<file path="config.mk">
export PLATFORM = sky130hd
export DESIGN_NAME = signed_radix_to_text_unit
export DESIGN_NICKNAME = d
export VERILOG_FILES = /design/src/rtl/core/srt_pkg.sv /design/src/rtl/core/srt_divider.sv /design/src/rtl/core/signed_radix_to_text_unit.sv
export SDC_FILE = /design/constraint.sdc
export NUM_CORES = 1
export LEC_CHECK = 0
export BUFFER_PORTS_ARGS = -buffer_cell sky130_fd_sc_hd__buf_2
export CORE_UTILIZATION = 38
export DETAILED_ROUTE_END_ITERATION = 10
export GPL_ROUTABILITY_DRIVEN = 0
export REMOVE_ABC_BUFFERS = 1
export SLEW_MARGIN = 20
export SYNTH_ARGS = -nofsm -noshare
export SYNTH_HDL_FRONTEND = slang
export SYNTH_SLANG_ARGS = --single-unit
</file>
<file path="constraint.sdc">
create_clock -name aclk -period 4.2 [get_ports aclk]
set_input_delay 0 -clock aclk [delete_from_list [all_inputs] [get_ports aclk]]
set_output_delay 0 -clock aclk [all_outputs]
set_load 0.01 [all_outputs]
</file>
<file path="src/rtl/core/srt_pkg.sv">
// ----------------------------------------------------------------------------
// srt_pkg
// Shared types, constants and helpers for the signed radix to text unit.
// ----------------------------------------------------------------------------
package srt_pkg;

    localparam int MAX_BASE    = 16;
    localparam int DIGIT_W     = $clog2(MAX_BASE);
    localparam int VALUE_W     = 32;
    localparam int BASE_W      = 5;
    localparam int CHAR_W      = 8;
    localparam int CFG_INDEX_W = 2;
    localparam int CFG_DATA_W  = 64;
    localparam int PTR_W       = $clog2(VALUE_W);

    localparam logic [CFG_INDEX_W-1:0] REG_BASE_LENGTH   = 2'd0;
    localparam logic [CFG_INDEX_W-1:0] REG_ALPHABET_LOW  = 2'd1;
    localparam logic [CFG_INDEX_W-1:0] REG_ALPHABET_HIGH = 2'd2;

    localparam logic [BASE_W-1:0]     BASE_LENGTH_RESET   = 5'd10;
    localparam logic [CFG_DATA_W-1:0] ALPHABET_LOW_RESET  = 64'd3978425819141910832;
    localparam logic [CFG_DATA_W-1:0] ALPHABET_HIGH_RESET = 64'd14648;

    localparam logic [CHAR_W-1:0] CHAR_NUL   = 8'd0;
    localparam logic [CHAR_W-1:0] CHAR_PLUS  = 8'd43;
    localparam logic [CHAR_W-1:0] CHAR_MINUS = 8'd45;

    typedef enum logic [2:0] {
        ST_IDLE,
        ST_CHECK,
        ST_DIVIDE,
        ST_SIGN,
        ST_EMIT
    } srt_state_t;

    // Result of one pass of the shared divider.
    typedef struct packed {
        logic                 done;
        logic [VALUE_W-1:0]   quotient;
        logic [DIGIT_W-1:0]   remainder;
    } srt_div_result_t;

    function automatic logic [CHAR_W-1:0] digit_char(
        input logic [CFG_DATA_W-1:0] alpha_low,
        input logic [CFG_DATA_W-1:0] alpha_high,
        input logic [DIGIT_W-1:0]    idx
    );
        logic [CFG_DATA_W-1:0] word;
        word = idx[DIGIT_W-1] ? alpha_high : alpha_low;
        return word[idx[DIGIT_W-2:0]*CHAR_W +: CHAR_W];
    endfunction

endpackage

</file>
<file path="src/rtl/core/srt_divider.sv">
// ----------------------------------------------------------------------------
// srt_divider
// Restoring divider, one quotient bit per cycle, for a 32-bit magnitude by
// the configured radix. A result is flagged for one cycle when done.
// ----------------------------------------------------------------------------
module srt_divider (
    input  logic                          aclk,
    input  logic                          aresetn,
    input  logic                          start,
    input  logic [srt_pkg::VALUE_W-1:0]   dividend,
    input  logic [srt_pkg::BASE_W-1:0]    divisor,
    output srt_pkg::srt_div_result_t      result
);
    import srt_pkg::*;

    logic                 busy_reg, busy_next;
    logic                 done_reg, done_next;
    logic [PTR_W-1:0]     cnt_reg, cnt_next;
    logic [VALUE_W-1:0]   q_reg, q_next;
    logic [DIGIT_W-1:0]   r_reg, r_next;
    logic [BASE_W-1:0]    d_reg, d_next;
    logic [DIGIT_W:0]     trial;
    logic                 fits;

    // The running remainder stays below the divisor, so one extra bit suffices.
    assign trial = {r_reg, q_reg[VALUE_W-1]};
    assign fits  = trial >= d_reg;

    always_comb begin
        busy_next = busy_reg;
        done_next = 1'b0;
        cnt_next  = cnt_reg;
        q_next    = q_reg;
        r_next    = r_reg;
        d_next    = d_reg;
        if (start) begin
            busy_next = 1'b1;
            cnt_next  = '0;
            q_next    = dividend;
            r_next    = '0;
            d_next    = divisor;
        end else if (busy_reg) begin
            q_next   = {q_reg[VALUE_W-2:0], fits};
            r_next   = fits ? DIGIT_W'(trial - d_reg) : trial[DIGIT_W-1:0];
            cnt_next = PTR_W'(cnt_reg + 1'b1);
            if (cnt_reg == PTR_W'(VALUE_W - 1)) begin
                busy_next = 1'b0;
                done_next = 1'b1;
            end
        end
    end

    always_ff @(posedge aclk) begin
        if (!aresetn) begin
            busy_reg <= 1'b0;
            done_reg <= 1'b0;
            cnt_reg  <= '0;
        end else begin
            busy_reg <= busy_next;
            done_reg <= done_next;
            cnt_reg  <= cnt_next;
        end
        q_reg <= q_next;
        r_reg <= r_next;
        d_reg <= d_next;
    end

    assign result.done      = done_reg;
    assign result.quotient  = q_reg;
    assign result.remainder = r_reg;

endmodule

</file>
<file path="src/rtl/core/signed_radix_to_text_unit.sv">
// ----------------------------------------------------------------------------
// signed_radix_to_text_unit
// Writes a signed 32-bit value as text in a configurable radix, one
// character per result item, most significant digit first.
// ----------------------------------------------------------------------------
//  Channel  Direction  Handshake             Payload
//  s_       in         s_valid / s_ready     s_value (signed 32)
//  m_       out        m_valid / m_ready     m_character (8), m_final_char
//  cfg_     in         cfg_valid / cfg_ready cfg_index (2), cfg_data (64)
//
//  An item first checks the alphabet entry by entry, then runs the bit-serial
//  divider once per digit, then sends its characters, leading sign first.
//  Reset is synchronous and active low; the configuration returns to decimal.
//  A stalled result item holds the sequencer in the sign or digit state; a
//  new item is taken as soon as the last character sits in the output stage.
// ----------------------------------------------------------------------------
module signed_radix_to_text_unit (
    input  logic                              aclk,
    input  logic                              aresetn,
    input  logic                              s_valid,
    output logic                              s_ready,
    input  logic signed [srt_pkg::VALUE_W-1:0] s_value,
    output logic                              m_valid,
    input  logic                              m_ready,
    output logic [srt_pkg::CHAR_W-1:0]        m_character,
    output logic                              m_final_char,
    input  logic                              cfg_valid,
    output logic                              cfg_ready,
    input  logic [srt_pkg::CFG_INDEX_W-1:0]   cfg_index,
    input  logic [srt_pkg::CFG_DATA_W-1:0]    cfg_data
);
    import srt_pkg::*;

    srt_state_t            state_reg, state_next;
    logic [BASE_W-1:0]     base_length_reg;
    logic [CFG_DATA_W-1:0] alphabet_low_reg, alphabet_high_reg;
    logic                  neg_reg;
    logic [VALUE_W-1:0]    mag_reg, mag_next;
    logic [DIGIT_W-1:0]    chk_idx_reg, chk_idx_next;
    logic [PTR_W-1:0]      wr_ptr_reg, wr_ptr_next;
    logic [PTR_W-1:0]      rd_ptr_reg, rd_ptr_next;
    logic [DIGIT_W-1:0]    digits_reg [VALUE_W];
    logic                  m_valid_reg, m_valid_next;
    logic [CHAR_W-1:0]     m_character_reg, m_character_next;
    logic                  m_final_char_reg, m_final_char_next;

    logic                  accept;
    logic                  out_free;
    logic                  div_start;
    logic                  digit_write;
    logic                  base_ok;
    logic [DIGIT_W-1:0]    last_idx;
    logic [CHAR_W-1:0]     chk_char;
    logic                  chk_bad;
    srt_div_result_t       div_res;

    // The divider loads the magnitude as it will be after this edge, so a
    // fresh quotient feeds the next digit straight away.
    srt_divider u_divider (
        .aclk     (aclk),
        .aresetn  (aresetn),
        .start    (div_start),
        .dividend (mag_next),
        .divisor  (base_length_reg),
        .result   (div_res)
    );

    assign cfg_ready = 1'b1;
    assign s_ready   = (state_reg == ST_IDLE);
    assign accept    = s_valid && s_ready;
    assign out_free  = !m_valid_reg || m_ready;

    assign base_ok  = (base_length_reg >= BASE_W'(2)) && (base_length_reg <= BASE_W'(MAX_BASE));
    assign last_idx = DIGIT_W'(base_length_reg - 1'b1);
    assign chk_char = digit_char(alphabet_low_reg, alphabet_high_reg, chk_idx_reg);

    // The current entry is checked against NUL, plus and minus and compared with every later used entry at once.
    always_comb begin
        chk_bad = (chk_char == CHAR_NUL) || (chk_char == CHAR_PLUS) || (chk_char == CHAR_MINUS);
        for (int j = 0; j < MAX_BASE; j++) begin
            if ((DIGIT_W'(j) > chk_idx_reg) && (BASE_W'(j) < base_length_reg) &&
                (digit_char(alphabet_low_reg, alphabet_high_reg, DIGIT_W'(j)) == chk_char)) begin
                chk_bad = 1'b1;
            end
        end
    end

    always_comb begin
        state_next        = state_reg;
        mag_next          = mag_reg;
        chk_idx_next      = chk_idx_reg;
        wr_ptr_next       = wr_ptr_reg;
        rd_ptr_next       = rd_ptr_reg;
        div_start         = 1'b0;
        digit_write       = 1'b0;
        m_valid_next      = m_valid_reg && !m_ready;
        m_character_next  = m_character_reg;
        m_final_char_next = m_final_char_reg;
        unique case (state_reg)
            ST_IDLE: begin
                if (accept) begin
                    mag_next     = s_value[VALUE_W-1] ? VALUE_W'(0) - VALUE_W'(s_value)
                                                      : VALUE_W'(s_value);
                    chk_idx_next = '0;
                    wr_ptr_next  = '0;
                    state_next   = ST_CHECK;
                end
            end
            ST_CHECK: begin
                if (!base_ok || chk_bad) begin
                    state_next = ST_IDLE;
                end else if (chk_idx_reg == last_idx) begin
                    div_start  = 1'b1;
                    state_next = ST_DIVIDE;
                end else begin
                    chk_idx_next = DIGIT_W'(chk_idx_reg + 1'b1);
                end
            end
            ST_DIVIDE: begin
                if (div_res.done) begin
                    digit_write = 1'b1;
                    mag_next    = div_res.quotient;
                    if ((div_res.quotient != '0) && (wr_ptr_reg != PTR_W'(VALUE_W - 1))) begin
                        wr_ptr_next = PTR_W'(wr_ptr_reg + 1'b1);
                        div_start   = 1'b1;
                    end else begin
                        rd_ptr_next = wr_ptr_reg;
                        state_next  = neg_reg ? ST_SIGN : ST_EMIT;
                    end
                end
            end
            ST_SIGN: begin
                if (out_free) begin
                    m_valid_next      = 1'b1;
                    m_character_next  = CHAR_MINUS;
                    m_final_char_next = 1'b0;
                    state_next        = ST_EMIT;
                end
            end
            ST_EMIT: begin
                if (out_free) begin
                    m_valid_next      = 1'b1;
                    m_character_next  = digit_char(alphabet_low_reg, alphabet_high_reg,
                                                   digits_reg[rd_ptr_reg]);
                    m_final_char_next = (rd_ptr_reg == '0);
                    if (rd_ptr_reg == '0) begin
                        state_next = ST_IDLE;
                    end else begin
                        rd_ptr_next = PTR_W'(rd_ptr_reg - 1'b1);
                    end
                end
            end
            default: begin
                state_next = ST_IDLE;
            end
        endcase
    end

    always_ff @(posedge aclk) begin
        if (!aresetn) begin
            state_reg   <= ST_IDLE;
            m_valid_reg <= 1'b0;
        end else begin
            state_reg   <= state_next;
            m_valid_reg <= m_valid_next;
        end
    end

    always_ff @(posedge aclk) begin
        if (!aresetn) begin
            base_length_reg   <= BASE_LENGTH_RESET;
            alphabet_low_reg  <= ALPHABET_LOW_RESET;
            alphabet_high_reg <= ALPHABET_HIGH_RESET;
        end else if (cfg_valid && cfg_ready) begin
            unique case (cfg_index)
                REG_BASE_LENGTH:   base_length_reg   <= cfg_data[BASE_W-1:0];
                REG_ALPHABET_LOW:  alphabet_low_reg  <= cfg_data;
                REG_ALPHABET_HIGH: alphabet_high_reg <= cfg_data;
                default: ;
            endcase
        end
    end

    always_ff @(posedge aclk) begin
        if (accept) begin
            neg_reg <= s_value[VALUE_W-1];
        end
        if (digit_write) begin
            digits_reg[wr_ptr_reg] <= div_res.remainder;
        end
        mag_reg          <= mag_next;
        chk_idx_reg      <= chk_idx_next;
        wr_ptr_reg       <= wr_ptr_next;
        rd_ptr_reg       <= rd_ptr_next;
        m_character_reg  <= m_character_next;
        m_final_char_reg <= m_final_char_next;
    end

    assign m_valid      = m_valid_reg;
    assign m_character  = m_character_reg;
    assign m_final_char = m_final_char_reg;

    a_div_only_when_dividing: assert property (@(posedge aclk) disable iff (!aresetn)
        div_res.done |-> (state_reg == ST_DIVIDE))
        else $error("divider finished outside the divide state");

    a_accept_starts_check: assert property (@(posedge aclk) disable iff (!aresetn)
        accept |=> (state_reg == ST_CHECK))
        else $error("accepted item did not start the alphabet check");

    a_last_char_ends_item: assert property (@(posedge aclk) disable iff (!aresetn)
        (state_reg == ST_EMIT && out_free && rd_ptr_reg == '0)
        |=> (state_reg == ST_IDLE && m_valid_reg && m_final_char_reg))
        else $error("last character did not close the item");

    a_bad_alphabet_silent: assert property (@(posedge aclk) disable iff (!aresetn)
        (state_reg == ST_CHECK && !base_ok) |=> (state_reg == ST_IDLE && !div_res.done))
        else $error("invalid radix did not abandon the item");

endmodule
</file>
==> impl_results.md <==
- Status: complete, but fails checks
- Failing checks: DRC
- Via density: 5.63
- CTS root buffer: clkbuf_16
- CORE AREA: 0.0528 sq mm
- Max incr delay on CP: 0.53 ns
- DRC: 6
- Final Total Pwr: 0.0145 W
- Static Leak: 9.50 nW
- CP most frequent cell: clkbuf_16
- Asr flop ratio synth: 0%
- Via Count: 17047
- Number of nets in the layout: 2432
- PwrDens: 575 mW/mm^2
- Avg Cell Area, Syn: 10.0 sq um
- HP Start: s_value[25]
- DRT iter0 DRCs: 1461
- Max Root-Sink Buffers: 3
- Share of layout cells above drive strength 1: 19.5%
- Max_cap viols: 0
- Worst EP arrival: 4.48 ns
- WL/cell: 21.3 microns
- Worst reg2reg setup slack: 0.04 ns
- Post-Syn Instances: 2034
- Synth Register Bits: 374
- I/O pins: 115
- Period minus WS final: 4.16 ns
- RR Startpoint: chk_idx_reg[3]
- Fmax: 0.241 GHz
- All-Layer GR Usage: 23.3%
- Setup TNS: 0 ns
- CP Launch Type: flip-flop
- Hold depth: 5
- Seq/Total Area, Yosys: 46.0%
- Mapped Area: 0.0204 sq mm
- Critical path fanouts, max: 7
- Setup-failing EPs final: 0
- CP max-delay cell: mux4_2
- Worst slew pin tran: 1.07 ns
- CTS tree: yes
- HPWL Detailed: 45500 microns
- Worst skew pair latency: 0.59 ns
- Vias in the first global route: 16855
- Clk sinks: 374
- Diodes inserted: 0
- Top cell type's share of synthesized area: 27.8%
- Multi-input gate area: 0.0103 sq mm
- Yosys warning count: 0
- Yosys cell types: 90
- Design area: 0.0253 sq mm
- Hold EP: mag_reg[25]
- Pins Over Slew Limit: 0
- Post-synth EDFFs: 189
- H-tree levels: 2
- Row count: 84
- Most used DFF post-synth: edfxtp_1
- Worst vdd ir: 0.325 mV
- Hold slack: 0.0386 ns
- Register Area: 0.00938 sq mm
- Max reg flops: 128
- Critical path endpoint category: flip-flop
- Largest cells by area after synthesis: edfxtp_1 28%, dfxtp_1 18%, nand2_1 6.4%
- Die W: 234 microns
- Synthesis-to-layout area growth: 24.1%
- Port bufs: 113
- FILL cells: 4853
- Initial antenna violation count: 1
- Worst path cell trace: buf_4 -> clkbuf_16 -> mux2i_1 -> mux4_2 -> and2_1 -> o21ai_0 -> o2111ai_1 -> nor4_2 -> a41oi_1 -> nand4_1 -> and4bb_4 -> a21oi_4 -> clkbuf_16 -> mux2_4
- R2R Path End: u_divider.q_reg[7]
- Antenna viol nets, final: 0
- Drt first pass iters: 9
- Area after DPL: 0.0222 sq mm
- Die Y: 234 microns
- Initial Util: 38.6%
- WP data required: 4.52 ns
- First-pass GRT wire length: 98000 microns
- Tightest Hold Check Type: in -> reg
- WS Path Type: reg -> reg
- Relative slew slack: 28.7%
- Clock Pin Slew Worst Setup and Hold Paths: 0.07 ns
- Clk_skew: 0.0245 ns
- Final period util: 98.9%
- Largest net degree at the start of global routing: 62
- Die area: 0.0546 sq mm
- Total CTS buffers: 42
- DRT Wirelength: 64500 microns
- Overflow after GRT: 0
- Reg2Reg Depth: 14
- Synth area leader: edfxtp_1
- Final Hold Vio Count: 0
what timing repair did:
action                                  CTS  global route
pin swaps                                 0             3
gates resized for setup                   5            29
hold endpoints to repair                168             0
gates cloned                              0             4
hold buffers                            129             0
buffers inserted                          0             9
endpoints found under the setup margin   31            74
per-layer routing:
layer,GRT usage (%),part of all wire [%],vias up
li1,-,-,7986
met1,30.1,42,8258
met2,39.1,48,644
met3,3.72,6.8,157
met4,8.64,3.5,2
met5,0,0.020,-
power breakdown:
part	internal, W	total, W	switching [W]
Sequential	0.00434	0.00459	0.000244
Combinational	0.00242	0.00582	0.00340
Clock	0.00254	0.00413	0.00158
Total	0.00930	0.0145	0.00523
cells in the mapped netlist, types with 8 or more instances:
| cell | count |
|---|---|
| a211oi_1 | 34 |
| a21oi_1 | 146 |
| a22oi_1 | 26 |
| and3_1 | 18 |
| buf_1 | 10 |
| buf_2 | 19 |
| buf_6 | 8 |
| clkbuf_1 | 88 |
| dfxtp_1 | 185 |
| edfxtp_1 | 189 |
| ha_1 | 20 |
| inv_1 | 45 |
| mux2_2 | 29 |
| mux2_4 | 23 |
| mux2i_1 | 109 |
| mux4_2 | 46 |
| nand2_1 | 350 |
| nand2b_1 | 12 |
| nand3_1 | 60 |
| nand3b_1 | 10 |
| nand4_1 | 18 |
| nor2_1 | 92 |
| nor2b_1 | 24 |
| nor3_1 | 25 |
| nor4_1 | 23 |
| o211ai_1 | 20 |
| o21ai_0 | 78 |
| o22ai_1 | 28 |
| or3_1 | 10 |
| or4_1 | 10 |
| xnor2_1 | 72 |
| xor2_1 | 62 |
per-stage QoR:
step | utilization [%] | setup WS (ns) | std cells
2_1_floorplan | - | -4.10 | 1898
3_3_place_gp | 42.0 | -0.0662 | 2810
3_5_place_dp | 42.0 | -0.108 | 2810
4_1_cts | 47.4 | 0.000804 | 3017
5_1_grt | 47.9 | -0.0588 | 3030
6_report | 47.9 | 0.0445 | 3030
critical path: cells and delay by family (launching register included):
kind / cells / cell delay (ns)
flip-flops: 1 / 0.40
multiplexers: 3 / 0.97
buffers and inverters: 3 / 0.60
AND/OR/NAND/NOR: 4 / 0.98
AO/OA/AOI/OAI: 4 / 0.95
logic make-up after synthesis:
| kind of cell | count (synthesis) | share of synthesized area, % |
|---|---|---|
| buf+inv | 183 | 4.17 |
| flops | 374 | 46.0 |
| mux | 209 | 13.9 |
| xor+xnor | 134 | 5.76 |
| simple gates | 688 | 15.7 |
| other cells | 1 | 0.0184 |
| fa+ha+maj | 21 | 1.33 |
| compound gates | 424 | 13.2 |
placed cells by master (no fill, tap or decap), types with 46 or more instances in the layout:
cell type	synthesis	final
a21oi_1	146	146
buf_2	19	113
buf_4	6	106
dfxtp_1	185	184
dlygate4sd3_1	0	129
edfxtp_1	189	189
mux2i_1	109	106
mux4_2	46	46
nand2_1	350	350
nand3_1	60	60
nor2_1	92	90
o21ai_0	78	77
xnor2_1	72	72
xor2_1	62	61
layout make-up:
cell class | instances | share of cell area (%)
clock buffer | 57 | 4.50
inverter | 47 | 0.697
sequential | 374 | 37.1
timing repair buffer | 365 | 11.9
tap | 688 | 3.40
clock inverter | 21 | 1.61
multi-input combinational | 1478 | 40.9
worst max path at each step:
stage | slack (ns) | start | endpoint | cells after the start
2_1_floorplan | -4.10 | flip-flop | m_character[0] | 8
3_3_place_gp | -0.07 | chk_idx_reg[3] | u_divider.q_reg[19] | 15
3_5_place_dp | -0.11 | chk_idx_reg[3] | u_divider.q_reg[29] | 15
4_1_cts | 0.0008 | chk_idx_reg[1] | u_divider.q_reg[29] | 15
5_1_grt | -0.06 | chk_idx_reg[1] | u_divider.q_reg[6] | 15
6_report | 0.04 | chk_idx_reg[3] | u_divider.q_reg[7] | 14
Note: power is estimated with default switching activity, not from simulation.
